[src/rtl/trra_pkg.sv]
// Shared types, widths, codes and helper function of the tile rotate resample address unit.
`default_nettype none

package trra_pkg;

   // Upper bound that every size is saturated to before use.
   localparam int MAX_DIM = 4096;

   // Field widths fixed by the interface.
   localparam int CW   = 12;          // pixel and origin coordinates
   localparam int SZW  = 13;          // sizes: tile, image and texture
   localparam int OFW  = 26;          // byte offsets
   localparam int QW   = SZW;         // quotient bits, one per divider cell
   localparam int DVW  = SZW + QW;    // dividend and remainder width
   localparam int CSR_IW = 2;         // configuration register index width

   // Configuration register indexes.
   localparam logic [CSR_IW-1:0] REG_TILE_SIZE   = 2'd0;
   localparam logic [CSR_IW-1:0] REG_IMAGE_WIDTH = 2'd1;

   // Quarter-turn codes.
   localparam logic [1:0] TURN_0   = 2'd0;
   localparam logic [1:0] TURN_90  = 2'd1;
   localparam logic [1:0] TURN_180 = 2'd2;
   localparam logic [1:0] TURN_270 = 2'd3;

   typedef struct packed {
      logic [CW-1:0]  pixel_x;
      logic [CW-1:0]  pixel_y;
      logic [CW-1:0]  origin_x;
      logic [CW-1:0]  origin_y;
      logic [1:0]     turn;
      logic [SZW-1:0] texture_width;
      logic [SZW-1:0] texture_height;
      logic           texture_missing;
   } req_type;

   typedef struct packed {
      logic [OFW-1:0] dest_offset;
      logic [OFW-1:0] src_offset;
      logic           use_fill;
      logic           fill_light;
   } rsp_type;

   // Work carried from cell to cell down the divider chain.
   typedef struct packed {
      logic [DVW-1:0] rem_x;
      logic [DVW-1:0] rem_y;
      logic [DVW-1:0] dsh;
      logic [QW-1:0]  q_x;
      logic [QW-1:0]  q_y;
      logic [SZW-1:0] tw;
      logic [SZW-1:0] th;
      logic [OFW-1:0] dest;
      logic           missing;
   } cell_type;

   // Saturates a size to the range 1 to MAX_DIM.
   function automatic logic [SZW-1:0] sat_size(input logic [SZW-1:0] v);
      logic [SZW-1:0] r;
      if (v == '0) begin
         r = SZW'(1);
      end else if (32'(v) > MAX_DIM) begin
         r = SZW'(MAX_DIM);
      end else begin
         r = v;
      end
      return r;
   endfunction

endpackage

`default_nettype wire

[src/rtl/tile_rotate_resample_address_unit.sv]
// Top level of the tile rotate resample address unit: registers, front stage, divider chain, output.
//
//   Channel   Direction  Handshake              Payload
//   req       in         req_valid/req_ready    req_payload (trra_pkg::req_type)
//   rsp       out        rsp_valid/rsp_ready    rsp_payload (trra_pkg::rsp_type)
//   csr       in         csr_valid/csr_ready    csr_index, csr_data
//
// One request per cycle while no stall holds the stages; a response passes through, in order,
// one front stage, a chain of 13 divider cells (one quotient bit per cell) and an output stage.
// Every stage has its own valid bit and advances when the stage after it is empty or
// moving, so bubbles close up and a stalled response does not stop upstream stages that
// still have room. Reset clears all stage valid bits and sets both registers to one.
// The configuration port is always ready; registers are meant to change only while idle.
`default_nettype none

module tile_rotate_resample_address_unit (
   input  wire logic                       clock,
   input  wire logic                       reset,
   input  wire logic                       req_valid,
   output logic                            req_ready,
   input  wire trra_pkg::req_type          req_payload,
   output logic                            rsp_valid,
   input  wire logic                       rsp_ready,
   output trra_pkg::rsp_type               rsp_payload,
   input  wire logic                       csr_valid,
   output logic                            csr_ready,
   input  wire logic [trra_pkg::CSR_IW-1:0] csr_index,
   input  wire logic [trra_pkg::SZW-1:0]   csr_data
);
   import trra_pkg::*;

   logic [SZW-1:0] tile_size_ff;
   logic [SZW-1:0] image_width_ff;

   // Chain links: link 0 leaves the front stage, link k+1 leaves cell k.
   cell_type       link_data  [QW+1];
   logic           link_valid [QW+1];
   logic           link_ready [QW+1];

   assign csr_ready = 1'b1;

   // Register writes to an index outside the map are dropped.
   always_ff @(posedge clock) begin
      if (reset) begin
         tile_size_ff   <= SZW'(1);
         image_width_ff <= SZW'(1);
      end else if (csr_valid && csr_ready) begin
         case (csr_index)
            REG_TILE_SIZE: begin
               tile_size_ff <= csr_data;
            end
            REG_IMAGE_WIDTH: begin
               image_width_ff <= csr_data;
            end
            default: begin
            end
         endcase
      end
   end

   // Saturation, clamp and rotation happen here, along with both scale products and
   // the destination offset. A missing texture swaps in the pixel coordinates as
   // dividends and the checker cell edge as divisor, so one chain serves both cases.
   trra_prep u_prep (
      .clock       (clock),
      .reset       (reset),
      .in_valid    (req_valid),
      .in_ready    (req_ready),
      .in_req      (req_payload),
      .tile_size   (tile_size_ff),
      .image_width (image_width_ff),
      .out_valid   (link_valid[0]),
      .out_ready   (link_ready[0]),
      .out_data    (link_data[0])
   );

   for (genvar k = 0; k < QW; k++) begin : g_cell
      trra_cell u_cell (
         .clock     (clock),
         .reset     (reset),
         .in_valid  (link_valid[k]),
         .in_ready  (link_ready[k]),
         .in_data   (link_data[k]),
         .out_valid (link_valid[k+1]),
         .out_ready (link_ready[k+1]),
         .out_data  (link_data[k+1])
      );
   end

   // The output stage is the response register; it holds its value while rsp_ready is low.
   trra_finish u_finish (
      .clock     (clock),
      .reset     (reset),
      .in_valid  (link_valid[QW]),
      .in_ready  (link_ready[QW]),
      .in_data   (link_data[QW]),
      .out_valid (rsp_valid),
      .out_ready (rsp_ready),
      .out_rsp   (rsp_payload)
   );

endmodule

`default_nettype wire

[src/rtl/trra_prep.sv]
// Front stage: size saturation, clamp, rotation, scale products and destination offset.
`default_nettype none

module trra_prep (
   input  wire logic                    clock,
   input  wire logic                    reset,
   input  wire logic                    in_valid,
   output logic                         in_ready,
   input  wire trra_pkg::req_type       in_req,
   input  wire logic [trra_pkg::SZW-1:0] tile_size,
   input  wire logic [trra_pkg::SZW-1:0] image_width,
   output logic                         out_valid,
   input  wire logic                    out_ready,
   output trra_pkg::cell_type           out_data
);
   import trra_pkg::*;

   logic           valid_ff;
   cell_type       data_ff;
   cell_type       data_in;

   logic [SZW-1:0] e;
   logic [SZW-1:0] em1;
   logic [SZW-1:0] iw;
   logic [SZW-1:0] tw;
   logic [SZW-1:0] th;
   logic [SZW-1:0] cx;
   logic [SZW-1:0] cy;
   logic [SZW-1:0] ox;
   logic [SZW-1:0] oy;
   logic [SZW-1:0] square_edge;
   logic [SZW-1:0] divisor;
   logic [SZW-1:0] row;
   logic [SZW-1:0] col;
   logic [DVW-1:0] prod_x;
   logic [DVW-1:0] prod_y;
   logic [OFW-1:0] lin;

   always_comb begin
      e   = sat_size(tile_size);
      em1 = e - SZW'(1);
      iw  = sat_size(image_width);
      tw  = sat_size(in_req.texture_width);
      th  = sat_size(in_req.texture_height);

      // Coordinates past the tile edge are pinned to the last pixel for sampling.
      cx = (SZW'(in_req.pixel_x) > em1) ? em1 : SZW'(in_req.pixel_x);
      cy = (SZW'(in_req.pixel_y) > em1) ? em1 : SZW'(in_req.pixel_y);

      case (in_req.turn)
         TURN_90: begin
            ox = em1 - cy;
            oy = cx;
         end
         TURN_180: begin
            ox = em1 - cx;
            oy = em1 - cy;
         end
         TURN_270: begin
            ox = cy;
            oy = em1 - cx;
         end
         default: begin
            ox = cx;
            oy = cy;
         end
      endcase

      prod_x = DVW'(ox) * DVW'(tw);
      prod_y = DVW'(oy) * DVW'(th);

      // Checker cell edge is a quarter of the tile, never below one pixel.
      square_edge = ((e >> 2) == '0) ? SZW'(1) : (e >> 2);
      divisor     = in_req.texture_missing ? square_edge : e;

      row = SZW'(in_req.origin_y) + SZW'(in_req.pixel_y);
      col = SZW'(in_req.origin_x) + SZW'(in_req.pixel_x);
      lin = OFW'(DVW'(row) * DVW'(iw)) + OFW'(col);

      data_in.rem_x   = in_req.texture_missing ? DVW'(in_req.pixel_x) : prod_x;
      data_in.rem_y   = in_req.texture_missing ? DVW'(in_req.pixel_y) : prod_y;
      data_in.dsh     = DVW'(divisor) << (QW - 1);
      data_in.q_x     = '0;
      data_in.q_y     = '0;
      data_in.tw      = tw;
      data_in.th      = th;
      data_in.dest    = {lin[OFW-3:0], 2'b00};
      data_in.missing = in_req.texture_missing;
   end

   assign in_ready  = !valid_ff || out_ready;
   assign out_valid = valid_ff;
   assign out_data  = data_ff;

   always_ff @(posedge clock) begin
      if (reset) begin
         valid_ff <= 1'b0;
      end else if (in_ready) begin
         valid_ff <= in_valid;
      end
   end

   always_ff @(posedge clock) begin
      if (in_valid && in_ready) begin
         data_ff <= data_in;
      end
   end

endmodule

`default_nettype wire

[src/rtl/trra_cell.sv]
// One restoring divider cell: resolves one quotient bit on both coordinate lanes.
`default_nettype none

module trra_cell (
   input  wire logic               clock,
   input  wire logic               reset,
   input  wire logic               in_valid,
   output logic                    in_ready,
   input  wire trra_pkg::cell_type in_data,
   output logic                    out_valid,
   input  wire logic               out_ready,
   output trra_pkg::cell_type      out_data
);
   import trra_pkg::*;

   logic     valid_ff;
   cell_type data_ff;
   cell_type data_in;
   logic     ge_x;
   logic     ge_y;

   always_comb begin
      ge_x = in_data.rem_x >= in_data.dsh;
      ge_y = in_data.rem_y >= in_data.dsh;

      data_in       = in_data;
      data_in.rem_x = ge_x ? in_data.rem_x - in_data.dsh : in_data.rem_x;
      data_in.rem_y = ge_y ? in_data.rem_y - in_data.dsh : in_data.rem_y;
      data_in.q_x   = {in_data.q_x[QW-2:0], ge_x};
      data_in.q_y   = {in_data.q_y[QW-2:0], ge_y};
      // The next cell tries the divisor one bit position lower.
      data_in.dsh   = in_data.dsh >> 1;
   end

   assign in_ready  = !valid_ff || out_ready;
   assign out_valid = valid_ff;
   assign out_data  = data_ff;

   always_ff @(posedge clock) begin
      if (reset) begin
         valid_ff <= 1'b0;
      end else if (in_ready) begin
         valid_ff <= in_valid;
      end
   end

   always_ff @(posedge clock) begin
      if (in_valid && in_ready) begin
         data_ff <= data_in;
      end
   end

endmodule

`default_nettype wire

[src/rtl/trra_finish.sv]
// Output stage: clamps the scaled coordinates, forms the source offset and holds the response.
`default_nettype none

module trra_finish (
   input  wire logic               clock,
   input  wire logic               reset,
   input  wire logic               in_valid,
   output logic                    in_ready,
   input  wire trra_pkg::cell_type in_data,
   output logic                    out_valid,
   input  wire logic               out_ready,
   output trra_pkg::rsp_type       out_rsp
);
   import trra_pkg::*;

   logic           valid_ff;
   rsp_type        rsp_ff;
   rsp_type        rsp_in;
   logic [SZW-1:0] tw_m1;
   logic [SZW-1:0] th_m1;
   logic [SZW-1:0] sx;
   logic [SZW-1:0] sy;
   logic [OFW-1:0] lin;

   always_comb begin
      tw_m1 = in_data.tw - SZW'(1);
      th_m1 = in_data.th - SZW'(1);
      sx    = (in_data.q_x > tw_m1) ? tw_m1 : in_data.q_x;
      sy    = (in_data.q_y > th_m1) ? th_m1 : in_data.q_y;
      lin   = OFW'(DVW'(sy) * DVW'(in_data.tw)) + OFW'(sx);

      rsp_in.dest_offset = in_data.dest;
      rsp_in.use_fill    = in_data.missing;
      if (in_data.missing) begin
         rsp_in.src_offset = '0;
         rsp_in.fill_light = in_data.q_x[0] ^ in_data.q_y[0];
      end else begin
         rsp_in.src_offset = {lin[OFW-3:0], 2'b00};
         rsp_in.fill_light = 1'b0;
      end
   end

   assign in_ready  = !valid_ff || out_ready;
   assign out_valid = valid_ff;
   assign out_rsp   = rsp_ff;

   always_ff @(posedge clock) begin
      if (reset) begin
         valid_ff <= 1'b0;
      end else if (in_ready) begin
         valid_ff <= in_valid;
      end
   end

   always_ff @(posedge clock) begin
      if (in_valid && in_ready) begin
         rsp_ff <= rsp_in;
      end
   end

endmodule

`default_nettype wire

[config.mk]
export PLATFORM = sky130hd
export DESIGN_NAME = tile_rotate_resample_address_unit
export DESIGN_NICKNAME = d
export VERILOG_FILES = /design/src/rtl/trra_pkg.sv /design/src/rtl/tile_rotate_resample_address_unit.sv /design/src/rtl/trra_prep.sv /design/src/rtl/trra_cell.sv /design/src/rtl/trra_finish.sv
export SDC_FILE = /design/constraint.sdc
export NUM_CORES = 2
export LEC_CHECK = 0
export ABC_AREA = 1
export BUFFER_PORTS_ARGS = -buffer_cell sky130_fd_sc_hd__buf_2
export CAP_MARGIN = 20
export CORE_MARGIN = 8
export CORE_UTILIZATION = 58
export DETAILED_ROUTE_END_ITERATION = 7
export PLACE_DENSITY = 0.82
export SYNTH_ARGS = -nofsm -noshare
export SYNTH_HDL_FRONTEND = slang
export SYNTH_SLANG_ARGS = --single-unit
[constraint.sdc]
create_clock -name clock -period 10.5 [get_ports clock]
set_input_delay 1.575 -clock clock [delete_from_list [all_inputs] [get_ports clock]]
set_output_delay 1.575 -clock clock [all_outputs]
set_load 0.1 [all_outputs]
# [Yosys cells after proc, flatten, opt, wreduce, memory -nomap -nowiden]
# Index checks and enable logic that the tools add are counted.
[totals] input_bits=97 reg_bits=1834
[classes] addsub=33 reduce_logical=53 n_mul=4 n_eq_ne=4 mux=42 bitwise_logic=1 magnitude_cmp=34
[ops] cell="2-to-1 mux 26 bit" n=24
[ops] cell="2-to-1 mux 13 bit" n=13
[ops] cell="one-hot mux 13 bit (3 select lines)" n=2
[ops] cell="logical NOT 13 bit" n=5
[ops] cell=">= comparator 26 x 13 -> 1 bit" n=2
[ops] cell=">= comparator 26 x 14 -> 1 bit" n=2
[ops] cell=">= comparator 26 x 15 -> 1 bit" n=2
[ops] cell=">= comparator 26 x 16 -> 1 bit" n=2
[ops] cell=">= comparator 26 x 17 -> 1 bit" n=2
[ops] cell=">= comparator 26 x 18 -> 1 bit" n=2
[ops] cell=">= comparator 26 x 19 -> 1 bit" n=2
[ops] cell=">= comparator 26 x 20 -> 1 bit" n=2
[ops] cell=">= comparator 26 x 21 -> 1 bit" n=2
[ops] cell=">= comparator 26 x 22 -> 1 bit" n=2
[ops] cell=">= comparator 26 x 23 -> 1 bit" n=2
[ops] cell=">= comparator 26 x 24 -> 1 bit" n=2
[ops] cell=">= comparator 26 x 25 -> 1 bit" n=2
[ops] cell="greater-than comparator 13 bit, second input constant" n=4
[ops] cell="multiplier 13 x 13 -> 26 bit" n=2
[ops] cell="subtractor 26 x 14 -> 26 bit" n=2
[ops] cell="subtractor 26 x 15 -> 26 bit" n=2
[ops] cell="subtractor 26 x 16 -> 26 bit" n=2
[ops] cell="subtractor 26 x 17 -> 26 bit" n=2
[ops] cell="subtractor 26 x 18 -> 26 bit" n=2
[ops] cell="24 further kinds" n=85

# [Longest topological paths before layout]
[logic_depth] ltp_word=17 ltp_mapped=67

# [By module]
# Synthesis repeated with hierarchy kept, for this count alone.
[unflattened] hier_cells=19233 area_unflattened_um2=160321.3
[modules_own_cells] module="trra_cell (g_cell[6].u_cell ...)" cells_each=1159 area_each_um2=9739.3 n_inst=4
[modules_own_cells] module="trra_cell (g_cell[1].u_cell ...)" cells_each=1150 area_each_um2=9605.5 n_inst=3
[modules_own_cells] module="trra_cell (g_cell[0].u_cell ...)" cells_each=1149 area_each_um2=9565.4 n_inst=3
[modules_own_cells] module="trra_prep" cells_each=3043 area_each_um2=25062.8 n_inst=1
[modules_own_cells] module="trra_cell (g_cell[4].u_cell)" cells_each=1147 area_each_um2=9609.2 n_inst=1
[modules_own_cells] module="trra_cell (g_cell[12].u_cell)" cells_each=1147 area_each_um2=9584.2 n_inst=1
[modules_own_cells] module="trra_cell (g_cell[5].u_cell)" cells_each=1153 area_each_um2=9531.6 n_inst=1
[modules_own_cells] module="trra_finish" cells_each=1042 area_each_um2=8917.3 n_inst=1
[modules_own_cells] module="tile_rotate_resample_address_unit" cells_each=168 area_each_um2=1146.1 n_inst=1

# [Worst setup path after synthesis]
# OpenSTA, ideal clock, no wires.
[synth_path] path_type="input to register" startpoint="input port req_payload[67] in the netlist's numbering" endpoint="register u_prep.data_ff (netlist bit u_prep.out_data[155]) (data pin)" arrival_time_ps=9802 n_path_buf=1 path_slack_ps=428 path_stages=48 cell_sequence="ha_1 a21o_1 o21ai_0 nand2_1 a21oi_1 nor2_1 nor3b_1 nand2_1 nand2_1 nand2_1 nand3_2 nand3_2 nand2_2 buf_6 nand2_1 nand2_1 inv_1 ha_1 [12 not listed] inv_1 fa_1 inv_1 fa_1 fa_1 inv_1 fa_1 inv_1 ha_1 nand2_1 o21ai_0 a21oi_1 o21ai_0 a31oi_1 o21ai_0 nand2_1 nand3_1 a21oi_1"
[synth_between] elab_chain_len=5
[synth_rtl] item="from (decl)" line_no="tile_rotate_resample_address_unit.sv:21" source="input wire trra_pkg::req_type req_payload,"
[synth_rtl] item="greater-than comparator 12 x 13 -> 1 bit" line_no="trra_prep.sv:47" source="cx = (SZW'(in_req.pixel_x) > em1) ? em1 : SZW'(in_req.pixel_x);"
[synth_rtl] item="2-to-1 mux 13 bit (*)" line_no="trra_prep.sv:47"
[synth_rtl] item="subtractor 13 bit" line_no="trra_prep.sv:56" source="ox = em1 - cx;"
[synth_rtl] item="one-hot mux 13 bit (3 select lines) (*)" line_no="trra_prep.sv:50" source="case (in_req.turn)"
[synth_rtl] item="multiplier 13 x 13 -> 26 bit (*)" line_no="trra_prep.sv:69" source="prod_x = DVW'(ox) * DVW'(tw);"
[synth_rtl] item="to (signal assigned)" line_no="trra_prep.sv:105" source="data_ff <= data_in;"
[synth_rtl] item="to (decl)" line_no="trra_prep.sv:19" source="cell_type data_ff;"
# Every way passes the cells marked *; elsewhere a longest branch is shown, timed or not.
# A chain may end at the register's enable or synchronous reset.

# [Worst setup path in the final report]
[layout_path] startpoint="register tile_size_ff[1]" endpoint="register u_prep.data_ff (netlist bit u_prep.out_data[127]) (data pin)"
[layout_between] elab_chain_len=9
[layout_rtl] item="from (decl)" line_no="tile_rotate_resample_address_unit.sv:32" source="logic [SZW-1:0] tile_size_ff;"
[layout_rtl] item="from (signal assigned)" line_no="tile_rotate_resample_address_unit.sv:50" source="tile_size_ff <= csr_data;"
[layout_rtl] item="greater-than comparator 13 bit" line_no="trra_pkg.sv:63" source="end else if (32'(v) > MAX_DIM) begin"
[layout_rtl] item="2-to-1 mux 13 bit" line_no="trra_pkg.sv:63"
[layout_rtl] item="2-to-1 mux 13 bit (*)" line_no="trra_pkg.sv:61" source="if (v == '0) begin"
[layout_rtl] item="subtractor 13 x 1 -> 13 bit (*)" line_no="trra_prep.sv:41" source="em1 = e - SZW'(1);"
[layout_rtl] item="greater-than comparator 12 x 13 -> 1 bit (on tied branches)" line_no="trra_prep.sv:47, trra_prep.sv:48"
[layout_rtl] item="2-to-1 mux 13 bit (on tied branches)" line_no="trra_prep.sv:47, trra_prep.sv:48"
[layout_rtl] item="subtractor 13 bit (on tied branches)" line_no="trra_prep.sv:61, trra_prep.sv:57"
[layout_rtl] item="one-hot mux 13 bit (3 select lines) (*)" line_no="trra_prep.sv:50"
[layout_rtl] item="multiplier 13 x 13 -> 26 bit (*)" line_no="trra_prep.sv:70" source="prod_y = DVW'(oy) * DVW'(th);"
# Marks and branches as above.

==> flow_summary.yaml <==
hold_path:
  hold_depth: 0
  hold_class: "reg -> reg"
  min_to: "g_cell[10].u_cell.out_data[56]"
  min_from: "g_cell[9].u_cell.out_data[55]"
yosys:
  seq_area_frac_synth_pct: 52.2
  synth_ff_type: "edfxtp_1"
  ys_warn_count: 0
  synth_cells: 9397
  syn_avg_cell_area_um2: 11.1
  ys_ff_latch: 1832
  synth.cell_area_um2: 105000
  synth.distinct_cells: 71
  ys_async_sr_fraction_pct: 0
  synth_edf_count: 1791
timing:
  maxSlewHeadroom_pct: 17.5
  finalHoldViolCount: 0
  finClkSkew_ps: 70.7
  rsz0062_at_grt: "true"
  setup_viol: 0
  fin_crit_sh_pct: 94.5
  fmax_mhz: 101
  tightest_slew_ps: 1230
  fin_setup_tns_ps: 0
  slew_violations: 0
  period_needed_ps: 9920
route:
  wirelength_mm: 246
  num_vias: 68400
  wl_per_cell_um: 19.9
  firstDrtPassIters: 6
  routed_via_density: 5.53
  ant_nets: 0
  drc_errors: 0
  drt_iter0_drc: 4113
setup_path:
  endpoint_kind: "register"
  slowest_delay_ps: 540
  critPathRequiredTime_ps: 11050
  crit_path_top_delay_cell: "fa_1"
  r2r_cells: 56
  r2r-end: "u_prep.out_data[127]"
  cp.buffers_inverters: 12
  worstSetupStartpointType: "register"
  cp_top_family: "adder cells"
  criticalPathCategory: "reg -> reg"
  reg2reg_slack_ps: 580
  crit_fanout: 9
  path_common_cell: "nand2_1"
  crit_arrival_ps: 10470
  timing.rr.start: "tile_size_ff[1]"
floorplanning:
  die_y_um: 440
  initial_core_util_pct: 58.1
  die_area_um2: 194000
  rows: 156
  ioPinCount: 154
  core_area_um2: 180000
  die_x_um: 440
final_layout:
  layout_commonest_cell: "edfxtp_1"
  drive_gt1_share_pct: 8.95
  fin_cells: 12400
  nets: 11200
  final_cell_mix: "edfxtp_1 (1791), inv_1 (1411), nand2_1 (1349)"
  area_delta_synth_final_pct: 10.8
cts:
  htreeDepth: 4
  path_clk_slew_ps: 60
  cts_buffer_depth: 3
  cts_sinks: 1832
  numCtsBuffers: 181
  root_buffer: "clkbuf_16"
  cts_hold_buf: 0
  cts_tree: "done"
  clkLatencyLatePin_ps: 830
placed_design:
  portBuffers: 148
  gp_congestion: 0.991
  dp.cells: 12000
  dp_hpwl_mm: 192
global_route:
  grt.overflow.total: 0
  antenna_found_initial: 7
  grt_max_degree: 84
  grt_usage_pct: 25.3
  grt_pass1_wl_mm: 383
  grt_pass1_vias: 71200
power_and_ir_drop:
  power_mw: 23.1
  p_leak_nw: 48.0
  vdd_drop_max_mv: 0.294
  powerDensity_nw_per_um2: 200
flow_run:
  drv_cap: 0
run_status:
  outcome: "completed"
cell type report:
class,instances,area (um^2)
fillers,13500,64200
flip-flops and latches,1832,54600
multi-input cells,5952,43900
inverters,1464,5520
clock buffers,223,4820
well taps,2370,2970
repair buffers,391,2620
clock inverters,116,1310
diodes,5,12.5
power breakdown:
group | switching, mW | total, mW | internal, mW
clock network | 2.77 | 6.54 | 3.77
logic | 4.67 | 7.98 | 3.31
registers | 0.163 | 8.59 | 8.43
total | 7.60 | 23.1 | 15.5
what timing repair did:
item / CTS / global route
resized for setup: 0 / 62
buffers inserted: 0 / 4
setup endpoints to repair: 0 / 28
endpoints found under the hold margin: 0 / 0
layer usage:
metal,part of all wire [%],vias to the layer above,GRT usage [%],wire [um]
met5,0.0093,-,0,23
met4,7.4,4,16.6,18200
met3,4.7,755,3.34,11600
met2,51,2304,46.0,126000
met1,37,32600,27.6,90200
li1,-,32700,-,-
how the worst max path moves through the flow:
| stage | start | slack [ps] | depth (start not counted) | endpoint |
|---|---|---|---|---|
| 2_1_floorplan | req_payload[67] | 430 | 48 | u_prep.out_data[155] |
| 3_3_place_gp | req_payload[67] | 80 | 50 | u_prep.out_data[127] |
| 3_5_place_dp | req_payload[55] | 70 | 49 | u_prep.out_data[127] |
| 4_1_cts | tile_size_ff[4] | 120 | 56 | u_prep.out_data[155] |
| 5_1_grt | tile_size_ff[1] | -100 | 64 | u_prep.out_data[154] |
| 6_report | tile_size_ff[1] | 580 | 56 | u_prep.out_data[127] |
logic make-up (layout without fill, tap and decap cells):
kind of cell               Yosys count  count (layout)  synth area share, %
other                                2              10              0.00719
and+or+nand+nor                   2893            2893                 12.0
DFF                               1832            1832                 52.2
xor gates and xnor gates           477             477                 4.00
buffers and inverters             1616            2194                 5.92
AOI/OAI and AO/OA                 1319            1319                 6.93
adders and majority gates         1258            1258                 18.9
stage by stage:
| step | setup slack [ps] | hold WS, ps | instance area (um^2) | util (%) |
|---|---|---|---|---|
| after floorplan | 428 | 400 | 105000 | - |
| after detailed placement | 66.1 | 405 | 109000 | 60.8 |
| final | 582 | 393 | 116000 | 64.3 |
| after global placement | 77.1 | 401 | 109000 | 60.8 |
| after CTS | 123 | 394 | 116000 | 64.2 |
| after global routing | -100 | 403 | 116000 | 64.3 |
cells in the mapped netlist (35+ instances only):
cell         n  area share (%)
a21oi_1    585             2.8
clkbuf_1   123            0.44
dfxtp_1     41            0.79
edfxtp_1  1791              51
fa_1       539              10
ha_1       719             8.6
inv_1     1422             5.1
nand2_1   1351             4.9
nand2_2     52            0.31
nand3_1    312             1.5
nand4_1     77            0.46
nor2_1     815             2.9
nor3_1      79            0.38
nor4_1      76            0.45
o21a_1      35            0.25
o21ai_0    482             2.3
o21bai_1    35            0.25
xnor2_1    202             1.7
xor2_1     275             2.3
worst register-to-register path: cells and delay by family (launching register included):
family / cells / cell delay (ps)
adders and majority gates: 9 / 3630
and+or+nand+nor: 22 / 1940
AOI/OAI and AO/OA: 11 / 1860
buffers and inverters: 12 / 1270
xor gates and xnor gates: 2 / 620
DFF: 1 / 340
state kept, by name, summed over array words and instances, names as in the netlist:
register and count:
u_finish.out_rsp 50, u_prep.out_valid 1, u_prep.out_data 116, g_cell.u_cell.out_valid 13
g_cell.u_cell.out_data 1625, tile_size_ff 13, u_finish.out_valid 1, image_width_ff 13
Power figures use the tool's default switching activity.
